$ cat src/rtl/ljm_pkg.sv
// Shared types and constants for the Lennard-Jones pair coefficient mixer.
`timescale 1ns / 1ps
package ljm_pkg;

  localparam int RSTAR_W  = 21;   // combined radius, 2^-16 angstrom
  localparam int R6_W     = 42;   // R*^6, 2^-16 units
  localparam int RAD_W    = 56;   // sqrt radicand wa*wb*2^16
  localparam int ROOT_W   = 28;   // floor sqrt of the radicand
  localparam int X_W      = 38;   // dividend s*1000 + 2092
  localparam int Q_W      = 26;   // eps in 2^-24 kcal/mol
  localparam int COEF_W   = 63;

  localparam logic [3:0]  RADIUS_SCALE = 4'd10;
  localparam logic [9:0]  KJ_SCALE     = 10'd1000;
  localparam logic [11:0] KJ_BIAS      = 12'd2092;
  // 4184 = 8 * 523: drop three bits, then multiply by ceil(2^45 / 523)
  localparam int          KJ_PRE_SHIFT   = 3;
  localparam logic [35:0] KJ_RECIP       = 36'd67274134014;
  localparam int          KJ_RECIP_SHIFT = 45;

  typedef struct packed {
    logic [15:0]        table_index;
    logic               index_error;
    logic [RSTAR_W-1:0] rstar;
    logic [R6_W-1:0]    r6;
  } side_t;

endpackage

$ cat src/rtl/ljm_rpow.sv
// Radius power chain: R*^2, R*^3 and R*^6 in three rounded stages.
`timescale 1ns / 1ps
module ljm_rpow (
  input  logic                        clk,
  input  logic                        rst,
  input  logic                        adv,
  input  logic                        in_vld,
  input  ljm_pkg::side_t              in_side,
  input  logic [ljm_pkg::RAD_W-1:0]   in_rad,
  output logic                        out_vld,
  output ljm_pkg::side_t              out_side,
  output logic [ljm_pkg::RAD_W-1:0]   out_rad
);

  logic                      v1, v2;
  ljm_pkg::side_t            side1, side2;
  ljm_pkg::side_t            out_side_next;
  logic [ljm_pkg::RAD_W-1:0] rad1, rad2;
  logic [24:0]               r2;
  logic [28:0]               r3;
  logic [41:0]               sq2;
  logic [45:0]               p3;
  logic [57:0]               p6;

  assign sq2 = 42'(in_side.rstar) * 42'(in_side.rstar) + 42'h8000;
  assign p3  = 46'(r2) * 46'(side1.rstar) + 46'h8000;
  assign p6  = 58'(r3) * 58'(r3) + 58'h8000;

  always_comb begin
    out_side_next    = side2;
    out_side_next.r6 = p6[57:16];
  end

  always_ff @(posedge clk) begin
    if (rst) begin
      v1 <= 1'b0;
      v2 <= 1'b0;
      out_vld <= 1'b0;
    end else if (adv) begin
      v1 <= in_vld;
      v2 <= v1;
      out_vld <= v2;
    end
  end

  always_ff @(posedge clk) begin
    if (adv) begin
      side1 <= in_side;
      rad1 <= in_rad;
      r2 <= sq2[40:16];
      side2 <= side1;
      rad2 <= rad1;
      r3 <= p3[44:16];
      out_side <= out_side_next;
      out_rad <= rad2;
    end
  end

endmodule

$ cat config.mk
export PLATFORM = sky130hd
export DESIGN_NAME = ljm_rpow
export DESIGN_NICKNAME = d
export VERILOG_FILES = /design/src/rtl/ljm_pkg.sv /design/src/rtl/ljm_rpow.sv
export SDC_FILE = /design/constraint.sdc
export NUM_CORES = 2
export LEC_CHECK = 0
export ABC_CLOCK_PERIOD_IN_PS = 21400
export BUFFER_PORTS_ARGS = -buffer_cell sky130_fd_sc_hd__buf_2
export CORE_MARGIN = 5
export CORE_UTILIZATION = 40
export DETAILED_ROUTE_END_ITERATION = 10
export HOLD_SLACK_MARGIN = 0.08
export SYNTH_ARGS = -nofsm -noshare
export SYNTH_HDL_FRONTEND = slang
export SYNTH_SLANG_ARGS = --single-unit
$ cat constraint.sdc
create_clock -name clk -period 21.4 [get_ports clk]
set_clock_uncertainty 0.15 [all_clocks]
set_input_delay 2.14 -clock clk [delete_from_list [all_inputs] [get_ports clk]]
set_output_delay 2.14 -clock clk [all_outputs]
set_load 0.05 [all_outputs]
# == Yosys cells after proc, flatten, opt, wreduce, memory -nomap -nowiden ==
# Cells that the tools add are included.
# totals
ff_bits,381
latchBits,0
ram_bits,0
rom_bits,0
input_bits,140
output_inout_bits,137
word_cells,24
mem_count,0
# op_classes
n_addsub,3
multipliers,3
div_mod_pow,0
magnitude_cmp,0
n_eq_ne,0
shifts,0
mux,0
bitwise,0
reduce_logical,0
# ops
op,count
$add 58x16->58 const B,1
$mul 29x29->58,1
$add 45x16->45 const B,1
$mul 25x21->45,1
$add 41x16->41 const B,1
$mul 21x21->41,1

# == Depth between registers and ports, before layout ==
# logic_depth
ltp_word,2
mapped_depth,31
mapped_depth_nobuf,28

# == Least setup slack after synthesis ==
# Ideal clock, no wire load.
# synth_path
path_type,input to register
from,input port in_side[45] (netlist bit)
to,register r2[24] (data pin)
setup_ps,260
arrival_ps,8440
t_required_ps,20990
path_slack_ps,12550
stages,26
path_buffers,3
path_cell_list,buf_2 > clkbuf_1 > nand2_1 > fa_1 > fa_1 > inv_1 > fa_1 > inv_1 > fa_1 > inv_1 > fa_1 > fa_1 > inv_1 > fa_1 > inv_1 > ha_1 > buf_2 > nand2_1 > o21ai_0 > a31oi_1 > o221ai_1 > o311ai_2 > and2b_1 > o41ai_1 > a21oi_1 > xnor2_1
# synth_via
elab_chain_len,2
# synth_lines
item,line_no,text
start: declaration,ljm_rpow.sv:8,"input ljm_pkg::side_t in_side,"
$mul 21x21->41,ljm_rpow.sv:25,assign sq2 = 42'(in_side.rstar) * 42'(in_side.rstar) + 42'h8000;
$add 41x16->41,ljm_rpow.sv:25,
named net sq2[40],ljm_rpow.sv:21,logic [41:0] sq2;
end signal: assignment,ljm_rpow.sv:50,r2 <= sq2[40:16];
end: declaration,ljm_rpow.sv:19,logic [24:0] r2;
# The timed path passes the listed nets, and every way through them passes these cells.
# A chain may end at the register's enable or synchronous reset.

# == Final worst setup path ==
# layout_path
from,input port in_side[54] (netlist bit)
to,register r2[24] (data pin)
# Same word-level chain as after synthesis.

==> run_results.csv <==
group,metric,value,unit
status,outcome,"finished clean",
sta,period_share,43.8,%
sta,fin_tns_setup,0,ps
placed_design,place.port_buffers,234,
floorplan,std_cell_rows,147,
clock_tree,htree_num_levels,2,
floorplan,start_util,40.1,%
detailed_routing,ant_nets,0,
run,number_of_violations_of_the_max_capacitance_limit,0,
clock_tree,tritoncts.num_buffers,44,
global_routing,grt_max_degree,114,
global_routing,grt_remaining_overflow,0,
floorplan,ioPinCount,277,
layout,multi_input_gate_area_in_the_final_layout,0.0454,sq mm
clock_tree,cts.reportedPaths.clkPinSlew,60,ps
synthesis,fraction_of_post_synthesis_cell_area_in_the_top_cell_type_by_area,43.7,%
global_routing,grt_first_pass_wirelength,245,mm
sta,achievable-frequency,107,MHz
clock_tree,post_cts_resize_count,0,
hold_path,min_delay_path_class,"flip-flop to flip-flop",
clock_tree,clock_sink_count,381,
synthesis,number_of_storage_elements_in_the_synthesis_netlist,381,
sta,report.final.hold_viol_count,0,
synthesis,syn-instance-count,6171,
critical_path,cp_data_required_time,21610,ps
clock_tree,clk_latency,610,ps
sta,timing_worst_slew_pin_value,1320,ps
synthesis,synth.top_cells.by_area,"fa_1 44%, edfxtp_1 18%, ha_1 12%",
global_routing,grt_antenna_before_repair,2,
synthesis,ys_warn_count,0,
sta,worst_slew_margin_rel,12.0,%
sta,period_minus_slack,9370,ps
synthesis,synth_sequential_area_ratio,17.8,%
global_routing,via_count_of_the_first_global_routing_pass,45000,
detailed_routing,avgRoutedWirePerCell,17.9,microns
layout,insertedDiodeCount,0,
floorplan,floorplan.die.width,411,microns
detailed_routing,drt-initial-drc-count,1989,
synthesis,ys_types,75,
placed_design,gp_routability_congestion,0.842,
clock_tree,clockBufferDepth,3,
clock_tree,post_cts_hold_buffer_count,0,
layout,drive_above_1_share,5.90,%
layout,filler_cells_inserted,15300,
clock_tree,cts_post_setup_buffers_inserted,0,
floorplan,coreArea,0.160,sq mm
critical_path,crit_path_max_fanout,19,
critical_path,worstSetupPathType,"input pin to flip-flop",
sta,grt_setup_unrepaired,"false",
synthesis,mappedNetlistNets,8306,
layout,synthToLayoutAreaGrowth,7.37,%
detailed_routing,routed_wl,150,mm
clock_tree,cts.root.buffer_cell,"clkbuf_16",
sta,finalMaxSlewViolations,0,
detailed_routing,drc,0,
detailed_routing,detailed_routing_iterations_pass_1,5,
synthesis,postSynthAreaPerCell,10.4,sq um
critical_path,cp.arrival,9580,ps
sta,setup_viol,0,
critical_path,ff2ff_setup_slack,12440,ps
floorplan,die_h,411,microns
clock_tree,cts_tree,"done",
floorplan,design.die.area,0.169,sq mm
critical_path,critPathLaunchType,"input pin",
detailed_routing,route.detailed.vias_per_inst,4.83,
synthesis,synthDominantAreaCellType,"fa_1",
synthesis,synth_enable_flop_cells,378,
global_routing,grt_util_all_layers,18.3,%
synthesis,synthesis.area,0.0642,sq mm
layout,final-seq-area,0.0114,sq mm
detailed_routing,num_vias,40500,
critical_path,critical_path.endpoint_type,"flip-flop",
synthesis,asyncSetResetFlopFracSynth,0,%
placed_design,dp.final_hpwl,116,mm
synthesis,primary_ff_master_synth,"edfxtp_1",
layout,finalNetCount,8400,
-- Yosys cell counts, drive strengths merged (5+ instances only) --
cell    number
a211oi      12
a21o        61
a21oi      101
a31oi       21
and2       428
and3        17
clkbuf     234
edfxtp     378
fa        1400
ha         595
inv       1720
mux2i        6
nand2      733
nand3       14
nand4       27
nor2       103
nor2b       13
nor3        11
o211ai       5
o21a        12
o21ai       42
o21bai      20
o31ai       11
xnor2       81
xor2        44
-- area by class of cell --
type,count,area share [%]
clock buffer,57,1.73
timing repair buffer,286,2.28
sequential,381,16.6
inverter,1720,9.37
tap,2086,3.79
multi-input combinational,3832,65.9
clock inverter,24,0.372
-- cell families (layout without fill, tap and decap cells) --
logic type / Yosys count / after routing / synth area share [%]
xor gates and xnor gates: 125 / 125 / 1.71
AOI/OAI and AO/OA: 331 / 331 / 3.56
muxes: 8 / 8 / 0.129
buffers and inverters: 1958 / 2087 / 11.5
adders and majority gates: 1995 / 1995 / 55.2
DFF: 381 / 381 / 17.8
and+or+nand+nor: 1373 / 1373 / 10.1
-- sequential cells by signal, indices dropped and copies added, names as in the netlist --
| name | count |
|---|---|
| v1 | 1 |
| rad1 | 56 |
| out_rad | 56 |
| out_side_next | 38 |
| out_vld | 1 |
| r2 | 25 |
| r3 | 29 |
| rad2 | 56 |
| out_side | 80 |
| v2 | 1 |
| side1 | 38 |
-- critical path, stage by stage --
cell and delay [ps]:
buf_2 430, inv_1 260, nor2_1 270, inv_1 90, fa_1 520, inv_1 60, fa_1 530, inv_1 50
fa_1 510, inv_1 60, fa_1 530, inv_1 50, fa_1 470, inv_1 50, fa_1 510, fa_1 430
ha_1 410, and3_1 200, nor2b_1 290, and4_1 450, o311ai_2 190, and2b_1 260, o41ai_1 530, a21oi_1 160
xnor2_1 140
-- metal layers --
metal	wire length, microns	up-vias	track usage (%)
met1	65900	20800	25.2
met5	13	-	0
li1	-	18400	-
met4	3690	2	4.48
met2	72300	1014	30.9
met3	8070	198	2.43
-- path summary, 6_finish.rpt --
path / startpoint / endpoint / cells after the start
setup / recovery: in_side[54] / r2[24] / 25
hold / removal: side1[64] / out_side_next[64] / 0
setup reg to reg: r3[4] / out_side[39] / 25
hold reg to reg: side1[64] / out_side_next[64] / 0
-- cells in the final DEF (no fill, tap or decap), types with 17 or more instances in the layout --
master and instances:
nor2_1 103, fa_1 1400, o21bai_1 20, a21o_1 61, a21oi_1 101, and2_1 427, a31oi_1 18, inv_1 1720
xnor2_1 81, xor2_1 44, buf_4 52, clkbuf_16 46, ha_1 595, buf_2 233, and3_1 17, edfxtp_1 378
nand2_1 733, nand4_1 27, o21ai_0 37
-- per-stage QoR --
stage	setup WS, ps	cells	hold slack (ps)	cell area, sq um	utilization (%)
floorplan	12550	6171	250	64200	-
CTS	12080	8386	253	68900	43.1
global placement	11410	8305	250	67500	42.2
detailed placement	11400	8305	255	67500	42.2
global route	11650	8386	268	68900	43.1
finish	12030	8386	259	68900	43.1
Power is not shown: default switching activity piles up to over one toggle a cycle in this logic, so the estimate is an artifact.
