$ cat src/rtl/ljm_pkg.sv
// Shared types and constants for the Lennard-Jones pair coefficient mixer.
`timescale 1ns / 1ps
package ljm_pkg;

  localparam int RSTAR_W  = 21;   // combined radius, 2^-16 angstrom
  localparam int R6_W     = 42;   // R*^6, 2^-16 units
  localparam int RAD_W    = 56;   // sqrt radicand wa*wb*2^16
  localparam int ROOT_W   = 28;   // floor sqrt of the radicand
  localparam int X_W      = 38;   // dividend s*1000 + 2092
  localparam int Q_W      = 26;   // eps in 2^-24 kcal/mol
  localparam int COEF_W   = 63;

  localparam logic [3:0]  RADIUS_SCALE = 4'd10;
  localparam logic [9:0]  KJ_SCALE     = 10'd1000;
  localparam logic [11:0] KJ_BIAS      = 12'd2092;
  // 4184 = 8 * 523: drop three bits, then multiply by ceil(2^45 / 523)
  localparam int          KJ_PRE_SHIFT   = 3;
  localparam logic [35:0] KJ_RECIP       = 36'd67274134014;
  localparam int          KJ_RECIP_SHIFT = 45;

  typedef struct packed {
    logic [15:0]        table_index;
    logic               index_error;
    logic [RSTAR_W-1:0] rstar;
    logic [R6_W-1:0]    r6;
  } side_t;

endpackage

$ cat src/rtl/ljm_cdiv.sv
// Scale by 1000/4184 with rounding: scale stage, then a pipelined reciprocal multiply.
`timescale 1ns / 1ps
module ljm_cdiv (
  input  logic                        clk,
  input  logic                        rst,
  input  logic                        adv,
  input  logic                        in_vld,
  input  ljm_pkg::side_t              in_side,
  input  logic [ljm_pkg::ROOT_W-1:0]  in_root,
  output logic                        out_vld,
  output ljm_pkg::side_t              out_side,
  output logic [ljm_pkg::Q_W-1:0]     out_eps
);

  localparam int XW = ljm_pkg::X_W;
  localparam int YW = XW - ljm_pkg::KJ_PRE_SHIFT;

  logic           v1, v2;
  ljm_pkg::side_t s1, s2;
  logic [XW-1:0]  x1;
  logic [YW-1:0]  y;
  logic [35:0]    pll, plh;
  logic [34:0]    phl, phh;
  logic [70:0]    prod;

  assign y    = x1[XW-1:ljm_pkg::KJ_PRE_SHIFT];
  assign prod = 71'(pll) + (71'(plh) << 18) + (71'(phl) << 18) + (71'(phh) << 36);

  always_ff @(posedge clk) begin
    if (rst) begin
      v1 <= 1'b0;
      v2 <= 1'b0;
      out_vld <= 1'b0;
    end else if (adv) begin
      v1 <= in_vld;
      v2 <= v1;
      out_vld <= v2;
    end
  end

  always_ff @(posedge clk) begin
    if (adv) begin
      s1 <= in_side;
      x1 <= XW'(in_root) * XW'(ljm_pkg::KJ_SCALE) + XW'(ljm_pkg::KJ_BIAS);
      // split the reciprocal product into four narrow partial products
      s2 <= s1;
      pll <= 36'(y[17:0]) * 36'(ljm_pkg::KJ_RECIP[17:0]);
      plh <= 36'(y[17:0]) * 36'(ljm_pkg::KJ_RECIP[35:18]);
      phl <= 35'(y[YW-1:18]) * 35'(ljm_pkg::KJ_RECIP[17:0]);
      phh <= 35'(y[YW-1:18]) * 35'(ljm_pkg::KJ_RECIP[35:18]);
      out_side <= s2;
      out_eps <= prod[ljm_pkg::KJ_RECIP_SHIFT +: ljm_pkg::Q_W];
    end
  end

endmodule

$ cat config.mk
export PLATFORM = sky130hd
export DESIGN_NAME = ljm_cdiv
export DESIGN_NICKNAME = d
export VERILOG_FILES = /design/src/rtl/ljm_pkg.sv /design/src/rtl/ljm_cdiv.sv
export SDC_FILE = /design/constraint.sdc
export NUM_CORES = 2
export LEC_CHECK = 0
export ABC_AREA = 1
export ABC_CLOCK_PERIOD_IN_PS = 4950
export BUFFER_PORTS_ARGS = -buffer_cell sky130_fd_sc_hd__buf_2
export CORE_ASPECT_RATIO = 0.9
export CORE_MARGIN = 2
export CORE_UTILIZATION = 58
export CTS_BUF_LIST = sky130_fd_sc_hd__clkbuf_16
export DETAILED_ROUTE_END_ITERATION = 6
export PLACE_DENSITY = 0.79
export SYNTH_ARGS = -nofsm -noshare
export SYNTH_HDL_FRONTEND = slang
export SYNTH_SLANG_ARGS = --single-unit
$ cat constraint.sdc
create_clock -name clk -period 4.95 [get_ports clk]
set_input_delay 0.7425 -clock clk [delete_from_list [all_inputs] [get_ports clk]]
set_output_delay 0.7425 -clock clk [all_outputs]
set_load 0.02 [all_outputs]
Word-level counts from Yosys, hierarchy flattened --
Index checks and enable logic that the tools add are counted.
Word-level totals: register bits 443, word-level logic and storage cells 30
Cells by class: add/subtract/negate cells 4, multiply operators 5
Operator list (number):
- $add 56x71->71 | 1
- $add 55x52->56 | 1
- $add 35x54->55 | 1
- $add 38x12->38 const B | 1
- $mul 18x17->35 const B | 1
- $mul 28x7->35 const B | 1
- $mul 17x17->34 const B | 1
- $mul 18x16->34 const B | 1
- $mul 17x16->33 const B | 1

Logic depth before layout (Yosys ltp) --
depth after elaboration 3, mapped depth 26, mapped depth without buffers 26

Worst setup path after synthesis --
OpenSTA, ideal clock, no wires.
path type register to register, from reg x1[21], to reg phh[26] (data pin), arrival time 5206 ps, required time 4691 ps, slack -515 ps, stages on the path, launching flop included 19, path buffers 0, clock period less this slack 5465 ps, path through edfxtp_1 -> fa_1 -> inv_1 -> fa_1 -> inv_1 -> fa_1 -> inv_1 -> fa_1 -> fa_1 -> inv_1 -> fa_1 -> ha_1 -> a21oi_1 -> inv_1 -> a21oi_1 -> a21boi_0 -> o21ai_0 -> a21oi_1 -> xnor2_1
Between the ends: cells in the longest elaborated chain, start to end 1
Ends and longest elaborated chain:
- start, declared | RTL line ljm_cdiv.sv:20 | logic [XW-1:0] x1;
- start signal, assigned | RTL line ljm_cdiv.sv:44 | x1 <= XW'(in_root) * XW'(ljm_pkg::KJ_SCALE) + XW'(ljm_pkg::KJ_BIAS);
- $mul 17x17->34 | RTL line ljm_cdiv.sv:50 | phh <= 35'(y[YW-1:18]) * 35'(ljm_pkg::KJ_RECIP[35:18]);
- end signal, assigned | RTL line ljm_cdiv.sv:50
- end, declared | RTL line ljm_cdiv.sv:23 | logic [34:0] phl, phh;
Every way passes these cells. A chain may end at the register's enable or synchronous reset.

Final worst setup path --
from reg x1[30], to reg phh[27] (data pin)
The elaborated chain is that of the path after synthesis.

==> impl_metrics.json <==
{
  "status": "finished, violations left",
  "violations": "negative setup slack",
  "htreeDepth": 2,
  "final_cells": 6614,
  "layout_setup_ws_ns": -0.484,
  "endpoint_kind": "register",
  "antenna_cells": 0,
  "ff_latch_area_um2": 12600,
  "routed_wl_mm": 128,
  "mostFrequentLayoutCell": "inv_1",
  "arrival_ns": 5.81,
  "dp_slack_ns": -0.568,
  "area_growth_pct": 29.2,
  "die_h_um": 270,
  "start_util_pct": 58.5,
  "worst_pin_slew_ns": 0.979,
  "slowest_delay_ns": 0.54,
  "drc": 0,
  "layout_common_cells": "1076 x inv_1, 672 x buf_4, 569 x fa_1",
  "cp_max_fo": 8,
  "worst_ep_required_time_ns": 5.33,
  "setup_tns_ns": -24.68,
  "placedCellCount": 6435,
  "postRouteAntennaNets": 0,
  "crit_type": "register to register",
  "hold_violations": 0,
  "syn_avg_cell_area_um2": 10.1,
  "ys_ff_latch": 420,
  "post-dp-hpwl_mm": 104,
  "grt_antenna_before_repair": 2,
  "yosysTopAreaCellShare_pct": 27.5,
  "grt_pass1_vias": 36300,
  "wl_per_cell_um": 19.4,
  "worst_path_max_delay_cell": "fa_1",
  "ys_seq_area_share_pct": 27.7,
  "drt_pass1_iterations": 5,
  "fin_skew_ns": 0.0426,
  "grt_pass1_wl_mm": 195,
  "core-area_um2": 77700,
  "slew_viol_final": 0,
  "syn_area_um2": 45500,
  "clockBufferDepth": 3,
  "synth_ff_type": "edfxtp_1",
  "die_w_um": 299,
  "crit_top_cell": "fa_1",
  "synth_edf_count": 417,
  "fin_crit_sh_pct": 110,
  "port_buffers": 218,
  "grt_max_degree": 117,
  "rows": 97,
  "root_buffer": "clkbuf_16",
  "synthArstFlopShare_pct": 0,
  "overflow": 0,
  "drtIter0Drc": 2644,
  "relSlewSlack_pct": 34.8,
  "cts_buffers": 43,
  "synthesis.nets": 5847,
  "clkSlewWorstSetupHoldPaths_ns": 0.06,
  "syn_inst": 4519,
  "vias": 35000,
  "hold_buffers": 0,
  "fin_crit_ns": 5.43,
  "setup_viol": 76,
  "gp_congestion": 0.989,
  "drive_gt1_share_pct": 30.9,
  "track_usage_pct": 31.3,
  "yosysUniqueCellTypes": 48,
  "die-area_um2": 80600,
  "startpoint_type": "register",
  "ios": 219,
  "drv_cap": 0,
  "rsz0062_at_grt": "true",
  "min_path_type": "input pin to register",
  "synth_area_leader_cell": "edfxtp_1",
  "via_per_inst": 5.29,
  "max_freq_mhz": 184,
  "yosys_warnings": 0,
  "clock_latency_ns": 0.62,
  "clock_sinks": 420,
  "multi_input_area_um2": 31500,
  "n_fill_cell": 5116,
  "finalNetCount": 6868,
  "worstPathCellList": "buf_12, buf_4, ha_1, inv_1, fa_1, inv_1, fa_1, inv_1, fa_1, inv_1, fa_1, inv_2, fa_1, inv_2, ha_4, a21oi_2, inv_2, buf_6, a31oi_4, a21boi_4, o21bai_1, xor2_1",
  "synth_area_leaders": "edfxtp_1 28%, fa_1 27%, ha_1 17%",
  "tritoncts": "built"
}
metal layers:
layer  global-route usage [%]  vias to the layer above  wire, µm  part of all wire, %
li1                         -                    16200         -                    -
met1                     42.7                    17100     52900                   41
met2                     51.4                     1350     60500                   47
met5                        0                        -         0                    0
met4                     8.79                        0      4450                  3.5
met3                     5.91                      285     10400                  8.1
Yosys cell counts, types with 4 or more instances:
library cell and count:
a21oi_1 205, xnor2_1 49, nor2_4 5, o21a_1 19
o31ai_1 4, o211ai_1 10, inv_2 16, edfxtp_1 417
nor2_1 216, fa_1 612, nand2_2 31, nand3_1 114
a21o_1 19, a31oi_1 21, a221oi_1 4, ha_1 604
and2_1 4, nand4_1 29, nor2_2 19, nor3_1 28
nand2_4 5, o21bai_1 18, nor4_1 15, nand3b_1 4
o21ai_0 109, a21boi_0 7, xor2_1 108, inv_1 1191
nand2_1 602
critical path: cells and delay by family (launching register included):
family	cells	cell delay, ns
compound gates	4	0.58
xor+xnor	1	0.30
fa+ha+maj	7	3.06
buf+inv	10	0.84
flops	1	0.42
sequential cells by signal, indices dropped and copies added (netlist names):
register  count
out_vld       1
out_side     80
s1           80
pll          16
out_eps      26
phl          31
plh          35
v2            1
phh          34
v1            1
x1           35
s2           80
final timing paths:
kind	slack, ns	start	endpoint	cells past startpoint
worst max-delay path	-0.48	x1[30]$_DFFE_PP_	phh[27]$_DFFE_PP_	22
worst min-delay path	0.29	in_side[58]	s1[58]$_DFFE_PP_	1
worst max register to register	-0.48	x1[30]$_DFFE_PP_	phh[27]$_DFFE_PP_	22
worst min register to register	0.41	s2[59]$_DFFE_PP_	out_side[59]$_DFFE_PP_	0
logic make-up (layout without fill, tap and decap cells):
logic type | count (synthesis) | in the layout | synth area share, %
adders and majority gates | 1216 | 1216 | 43.6
buffers and inverters | 1209 | 2265 | 9.98
and+or+nand+nor | 1090 | 1090 | 10.4
AOI/OAI and AO/OA | 426 | 426 | 5.27
DFF | 420 | 420 | 27.7
xor gates and xnor gates | 158 | 158 | 3.09
metrics by stage:
step | hold WS [ns] | area (µm²) | utilization (%)
6_report | 0.293 | 58700 | 75.6
3_3_place_gp | 0.400 | 53600 | 69.1
2_1_floorplan | 0.400 | 46200 | -
3_5_place_dp | 0.405 | 53600 | 69.1
5_1_grt | 0.272 | 58700 | 75.6
4_1_cts | 0.276 | 56900 | 73.2
what timing repair did:
action / 4_1_cts / 5_1_grt
buffers inserted: 55 / 59
hold endpoints to repair: 0 / 0
pin swaps: 159 / 175
endpoints found under the setup margin: 78 / 98
resized for setup: 307 / 358
cell type report:
cell class	count	area share, %
clock inverters	37	0.808
repair buffers	976	12.3
inverters	1209	7.79
well taps	1039	2.21
flip-flops and latches	420	21.4
clock buffers	43	1.83
multi-input cells	2890	53.7
Power is left out: the tool's default activity adds up to more than one toggle a clock period on the data nets, which glitch-free logic cannot reach.
