$ cat config.mk
export PLATFORM = sky130hd
export DESIGN_NAME = ljm_sqrt
export DESIGN_NICKNAME = d
export VERILOG_FILES = /design/src/rtl/ljm_pkg.sv /design/src/rtl/ljm_sqrt.sv
export SDC_FILE = /design/constraint.sdc
export NUM_CORES = 2
export LEC_CHECK = 0
export ABC_CLOCK_PERIOD_IN_PS = 3250
export BUFFER_PORTS_ARGS = -buffer_cell sky130_fd_sc_hd__buf_2
export CAP_MARGIN = 20
export CORE_ASPECT_RATIO = 1.5
export CORE_MARGIN = 2
export CORE_UTILIZATION = 50
export DETAILED_ROUTE_END_ITERATION = 16
export PLACE_DENSITY = 0.73
export SYNTH_ARGS = -nofsm -noshare
export SYNTH_HDL_FRONTEND = slang
export SYNTH_SLANG_ARGS = --single-unit
$ cat constraint.sdc
create_clock -name clk -period 3.25 [get_ports clk]
set_input_delay 0.1625 -clock clk [delete_from_list [all_inputs] [get_ports clk]]
set_output_delay 0.1625 -clock clk [all_outputs]
set_load 0.005 [all_outputs]
$ cat src/rtl/ljm_pkg.sv
// Shared types and constants for the Lennard-Jones pair coefficient mixer.
`timescale 1ns / 1ps
package ljm_pkg;

  localparam int RSTAR_W  = 21;   // combined radius, 2^-16 angstrom
  localparam int R6_W     = 42;   // R*^6, 2^-16 units
  localparam int RAD_W    = 56;   // sqrt radicand wa*wb*2^16
  localparam int ROOT_W   = 28;   // floor sqrt of the radicand
  localparam int X_W      = 38;   // dividend s*1000 + 2092
  localparam int Q_W      = 26;   // eps in 2^-24 kcal/mol
  localparam int COEF_W   = 63;

  localparam logic [3:0]  RADIUS_SCALE = 4'd10;
  localparam logic [9:0]  KJ_SCALE     = 10'd1000;
  localparam logic [11:0] KJ_BIAS      = 12'd2092;
  // 4184 = 8 * 523: drop three bits, then multiply by ceil(2^45 / 523)
  localparam int          KJ_PRE_SHIFT   = 3;
  localparam logic [35:0] KJ_RECIP       = 36'd67274134014;
  localparam int          KJ_RECIP_SHIFT = 45;

  typedef struct packed {
    logic [15:0]        table_index;
    logic               index_error;
    logic [RSTAR_W-1:0] rstar;
    logic [R6_W-1:0]    r6;
  } side_t;

endpackage

$ cat src/rtl/ljm_sqrt.sv
// Pipelined integer square root, one root bit per stage.
`timescale 1ns / 1ps
module ljm_sqrt (
  input  logic                         clk,
  input  logic                         rst,
  input  logic                         adv,
  input  logic                         in_vld,
  input  ljm_pkg::side_t               in_side,
  input  logic [ljm_pkg::RAD_W-1:0]    in_rad,
  output logic                         out_vld,
  output ljm_pkg::side_t               out_side,
  output logic [ljm_pkg::ROOT_W-1:0]   out_root
);

  localparam int N = ljm_pkg::ROOT_W;

  logic                      vs   [0:N];
  ljm_pkg::side_t            ss   [0:N];
  logic [ljm_pkg::RAD_W-1:0] rads [0:N];
  logic [N:0]                rems [0:N];
  logic [N-1:0]              roots[0:N];

  assign vs[0]    = in_vld;
  assign ss[0]    = in_side;
  assign rads[0]  = in_rad;
  assign rems[0]  = '0;
  assign roots[0] = '0;

  for (genvar k = 0; k < N; k++) begin : g_stage
    localparam int J = N - 1 - k;
    logic [N+2:0] rem_sh;
    logic [N+2:0] trial;
    logic         take;

    assign rem_sh = {rems[k][N:0], rads[k][2*J+1 -: 2]};
    assign trial  = {1'b0, roots[k], 2'b01};
    assign take   = rem_sh >= trial;

    always_ff @(posedge clk) begin
      if (rst) begin
        vs[k+1] <= 1'b0;
      end else if (adv) begin
        vs[k+1] <= vs[k];
      end
    end

    always_ff @(posedge clk) begin
      if (adv) begin
        ss[k+1] <= ss[k];
        rads[k+1] <= rads[k];
        if (take) begin
          rems[k+1] <= (N+1)'(rem_sh - trial);
          roots[k+1] <= {roots[k][N-2:0], 1'b1};
        end else begin
          rems[k+1] <= rem_sh[N:0];
          roots[k+1] <= {roots[k][N-2:0], 1'b0};
        end
      end
    end
  end

  assign out_vld  = vs[N];
  assign out_side = ss[N];
  assign out_root = roots[N];

endmodule

### Word-level counts from Yosys, hierarchy flattened

Cells that the tools add are included.

* add/subtract/negate cells: 27
* $lt $le $gt $ge: 28
* multiplexer cells: 55

Operators by type and width (number)
* 29-bit 2-to-1 mux: 26
* 31-bit by 10-bit >= comparator with 1-bit output: 1
* 31-bit by 11-bit >= comparator with 1-bit output: 1
* 31-bit by 12-bit >= comparator with 1-bit output: 1
* 31-bit by 13-bit >= comparator with 1-bit output: 1
* 31-bit by 14-bit >= comparator with 1-bit output: 1
* 31-bit by 15-bit >= comparator with 1-bit output: 1
* 31-bit by 16-bit >= comparator with 1-bit output: 1
* 31-bit by 17-bit >= comparator with 1-bit output: 1
* 31-bit by 18-bit >= comparator with 1-bit output: 1
* 31-bit by 19-bit >= comparator with 1-bit output: 1
* 31-bit by 20-bit >= comparator with 1-bit output: 1
* 31-bit by 21-bit >= comparator with 1-bit output: 1
* 31-bit by 22-bit >= comparator with 1-bit output: 1
* 31-bit by 23-bit >= comparator with 1-bit output: 1
* 31-bit by 24-bit >= comparator with 1-bit output: 1
* 31-bit by 25-bit >= comparator with 1-bit output: 1
* 31-bit by 26-bit >= comparator with 1-bit output: 1
* 31-bit by 27-bit >= comparator with 1-bit output: 1
* 31-bit by 28-bit >= comparator with 1-bit output: 1
* 31-bit by 29-bit >= comparator with 1-bit output: 1
* 31-bit by 3-bit >= comparator with 1-bit output: 1
* 31-bit by 4-bit >= comparator with 1-bit output: 1
* 31-bit by 5-bit >= comparator with 1-bit output: 1
* other kinds (34): 61

* register bits after elaboration: 4187
* input port bits: 140
* output and inout port bits: 109
* logic and storage cells: 333

### Depth between registers and ports, before layout

* depth after elaboration: 2
* mapped depth: 14

### Worst setup path before layout

Ideal clock, no wire load.

* path kind: register to register
* start point: register rems, in the netlist g_stage[11].rem_sh[17]
* end point: register rems, in the netlist g_stage[12].rem_sh[25] (data pin)
* data arrival time: 3.101 ns
* setup slack: -0.123 ns
* cell stages (with the launch flop): 12
* cells stage by stage: edfxtp_1 or3_1 or3_1 or2_4 or4_1 or2_0 or4_1 buf_2 or3b_1 buf_4 nor4_1 xor2_1

* longest elaborated chain between the ends: 2
* elaborated cells between the ends (all ways): 3

Ends and longest elaborated chain
* start, declared: line ljm_sqrt.sv:20 `logic [N:0] rems [0:N];`
* start signal, assigned by index: line ljm_sqrt.sv:52 `rems[k+1] <= (N+1)'(rem_sh - trial);`
* start signal, assigned by index: line ljm_sqrt.sv:55 `rems[k+1] <= rem_sh[N:0];`
* 29-bit by 13-bit subtractor with 29-bit output / 31-bit by 13-bit >= comparator with 1-bit output (equally long branches): line ljm_sqrt.sv:52, ljm_sqrt.sv:37
* 29-bit 2-to-1 mux *: line ljm_sqrt.sv:51 `if (take) begin`

Every way passes the cells marked *; elsewhere a longest branch is shown, timed or not.
A chain may end at the register's enable or synchronous reset.

### Worst setup path after layout

* start point: register rems, in the netlist g_stage[24].rem_sh[2]
* end point: register rems, in the netlist g_stage[25].rem_sh[15] (data pin)

* longest elaborated chain between the ends: 2
* elaborated cells between the ends (all ways): 3

Ends and longest elaborated chain (line)
* 29-bit by 26-bit subtractor with 29-bit output / 31-bit by 26-bit >= comparator with 1-bit output (equally long branches): ljm_sqrt.sv:52, ljm_sqrt.sv:37
* 29-bit 2-to-1 mux *: ljm_sqrt.sv:51

Marks and branches as above.

==> run_results.csv <==
group,metric,value,unit
run_status,status,"complete, but fails checks",
run_status,violations,"negative setup slack",
synthesis,yosys.area_share.simple,5.466,%
cts,cts_made_buffers,377,
cts,cts.root.buffer_cell,"clkbuf_16",
synthesis,synth-async-reset-ratio,0,%
setup_path,cp_max_fo,5,
setup_path,worst-setup-path-type,"flop to flop",
synthesis,synthMuxAreaShare,0.6959,%
die,start_util,50.27,%
detailed_routing,vias,78230,
setup_path,r2r_start,"g_stage[24].rem_sh[2]$_DFFE_PP_",
sta,tightest_slew,0.9947,ns
cts,cts_tree,"done",
synthesis,synthTopCellsByArea,"edfxtp_1 79%, ha_1 3.5%, xnor2_1 1.8%, xor2_1 1.6%, a21oi_1 1.5%",
sta,fin_crit_sh,101.7,%
job,maxCapViolations,0,
power_and_ir_drop,ir_worst_vdd,611.6,µV
cells_and_area,drive_gt1_share,17.79,%
synthesis,ys_types,83,
global_route,track_usage,18.19,%
placement,numPortBuffers,248,
synthesis,synth_area_leader_cell,"edfxtp_1",
synthesis,synth_top_family_by_area,"simple AND/OR/NAND/NOR gates",
sta,fin_worst_skew,0.06309,ns
sta,final-setup-viol-count,18,
detailed_routing,ant_nets,0,
die,placementRows,251,
synthesis,synth_area,156600,µm²
cts,cts_buffer_depth,4,
synthesis,synth_top_cell_area_share,79.20,%
global_route,antenna_found_initial,4,
cts,clock_latency,0.92,ns
setup_path,r2r_end,"g_stage[25].rem_sh[15]$_DFFE_PP_",
global_route,grt_overflow,0,
cells_and_area,fin_nets,11270,
synthesis,synth_flop_cell,"edfxtp_1",
sta,tns,-0.3444,ns
sta,fmax,0.3025,GHz
cts,clk_pin_slew,0.06,ns
placement,dp_hpwl,199.1,mm
synthesis,yosys-top-cells-count,"4130 x edfxtp_1, 551 x inv_1, 518 x nor2_1",
power_and_ir_drop,p_leak,0.06868,µW
synthesis,synth-seq-area-share,79.56,%
cells_and_area,final_cells,15180,
setup_path,r2r_slack,-0.06,ns
placement,place_inst,14130,
setup_path,cp_data_required_time,3.87,ns
synthesis,synthAdderAreaFrac,3.492,%
setup_path,endpoint_kind,"flop",
hold_path,min_to,"ss[2175]$_DFFE_PP_",
setup_path,arrival,3.93,ns
detailed_routing,drtPass1Iterations,5,
sta,fin_ws,-0.05599,ns
placement,place_ws,-0.6336,ns
die,fp.coreArea,311500,µm²
synthesis,synth_most_common_cell,"edfxtp_1",
cts,cts.sinks,4158,
hold_path,hold_path_depth,2,
synthesis,synth_cells,9191,
synthesis,ys_warn_count,0,
sta,final_hold_viol_count,0,
global_route,grt_pass1_wl,445.2,mm
synthesis,synth_edf_count,4130,
die,io_pins,249,
sta,hold_slack,0.1115,ns
detailed_routing,drc_errors,0,
die,fp.dieH,689.4,µm
detailed_routing,avgViaCountPerCell,5.154,
synthesis,synthXorXnorAreaFrac,3.412,%
global_route,grt_max_degree,187,
synthesis,synth.avg_cell_area,17.04,µm²
synthesis,synth-compound-area-share,5.321,%
hold_path,min_path_type,"primary input to flop",
cts,cts.htree.levels,5,
global_route,grt_pass1_vias,82250,
sta,finalMaxSlewViolations,0,
die,chipWidth,460.9,µm
setup_path,critPathLaunchType,"flop",
sta,rsz0062_at_grt,"yes",
cells_and_area,area_growth,18.45,%
synthesis,syn-num-nets,9768,
power_and_ir_drop,powerDensity,695.8,nW/µm²
placement,gp_congestion,0.9355,
detailed_routing,drt_iter0_drc,4853,
synthesis,ys_ff_latch,4158,
setup_path,r2r_cells,12,
detailed_routing,wl_per_cell,19.37,µm
sta,slew-limit-headroom,31.97,%
sta,period_minus_slack,3.306,ns
hold_path,min_from,"in_side[15]",
die,dieArea,317800,µm²
detailed_routing,wirelength,293.9,mm
layout by cell type (no fill, tap or decap), types with 28 or more instances in the layout:
cell type,n
edfxtp_1,4130
buf_4,741
inv_1,544
nor2_1,497
a21oi_1,445
ha_1,411
nand2_1,409
clkbuf_16,383
xnor2_1,322
xor2_1,281
dlygate4sd3_1,269
o21ai_0,252
buf_2,247
a21o_1,164
nor3_1,150
nand3_1,108
nand2b_1,89
clkinv_1,84
nand4_1,78
o21a_1,73
clkinv_2,70
nor4_1,69
buf_12,65
nor2b_1,61
mux2_2,60
clkbuf_1,55
and3_1,39
a31oi_1,38
mux2i_1,38
bufinv_16,38
o21bai_1,36
or3_1,33
o21ai_1,29
o31ai_1,29
a211oi_1,28
dfxtp_1,28
cell type report:
type | instances | area, µm²
fillers | 22930 | 126000
flip-flops and latches | 4158 | 124600
multi-input cells | 4259 | 30240
repair buffers | 1343 | 11190
clock buffers | 435 | 9704
well taps | 4174 | 5223
clock inverters | 249 | 2457
inverters | 554 | 2087
diodes | 5 | 12.51
critical path: stages, from the launching register on:
cell      delay, ns
edfxtp_1       0.42
ha_4           0.32
o21ai_4        0.07
a211oi_4       0.35
a221oi_4       0.15
o21ai_2        0.20
a21o_1         0.23
a221oi_2       0.10
buf_4          0.17
o311ai_4       0.33
buf_12         0.17
buf_12         0.14
mux2_2         0.35
logic make-up after synthesis:
kind of cell               after synthesis
muxes                                  101
adders and majority gates              437
xor gates and xnor gates               610
AOI/OAI and AO/OA                     1342
other                                    1
and+or+nand+nor                       1768
DFF                                   4158
buffers and inverters                  774
how the worst max path moves through the flow:
stage	from	end	slack (ns)	cells past startpoint
floorplan	g_stage[11].rem_sh[17]$_DFFE_PP_	g_stage[12].rem_sh[25]$_DFFE_PP_	-0.06	11
global placement	g_stage[23].rem_sh[4]$_DFFE_PP_	g_stage[24].rem_sh[29]$_DFFE_PP_	-1.24	13
detailed placement	g_stage[24].rem_sh[2]$_DFFE_PP_	g_stage[25].rem_sh[3]$_DFFE_PP_	-0.63	14
CTS	g_stage[25].rem_sh[2]$_DFFE_PP_	g_stage[26].rem_sh[28]$_DFFE_PP_	-0.09	13
global route	g_stage[11].rem_sh[17]$_DFFE_PP_	g_stage[12].rem_sh[17]$_DFFE_PP_	-0.12	9
finish	g_stage[24].rem_sh[2]$_DFFE_PP_	g_stage[25].rem_sh[15]$_DFFE_PP_	-0.06	12
layer usage:
| metal | wire, µm | GRT usage [%] | vias to the layer above |
|---|---|---|---|
| met5 | 0 | 0 | - |
| met4 | 22720 | 12.49 | 0 |
| met3 | 9240 | 2.630 | 837 |
| met2 | 169300 | 36.53 | 1585 |
| met1 | 92640 | 16.21 | 38130 |
| li1 | - | - | 37670 |
registers in the layout, summed over array words and instances (netlist names):
signal          count
vs                 27
g_stage.trial     378
out_root           28
out_side           80
out_vld             1
ss               2160
rads              702
g_stage.rem_sh    782
stage by stage:
stage / utilization, % / area [µm²] / total power (µW)
detailed placement: 53.99 / 168200 / 85130
global placement: 53.99 / 168200 / 84600
floorplan: - / 156600 / 77450
CTS: 59.14 / 184200 / 130000
global route: 59.54 / 185500 / 134400
finish: 59.54 / 185500 / 129100
where the power goes:
group / switching (µW) / internal (µW)
Sequential: 2520 / 64800
Clock: 19000 / 24600
Combinational: 10000 / 8060
Total: 31600 / 97500
what timing repair did:
| item | in CTS | in global routing |
|---|---|---|
| resized for setup | 178 | 179 |
| endpoints found under the setup margin | 239 | 316 |
| buffers inserted | 42 | 38 |
| pin swaps | 50 | 56 |
| gates cloned | 5 | 4 |
| hold buffers | 269 | 0 |
| hold endpoints to repair | 353 | 0 |
No activity file was read; power rests on OpenSTA's default activity.
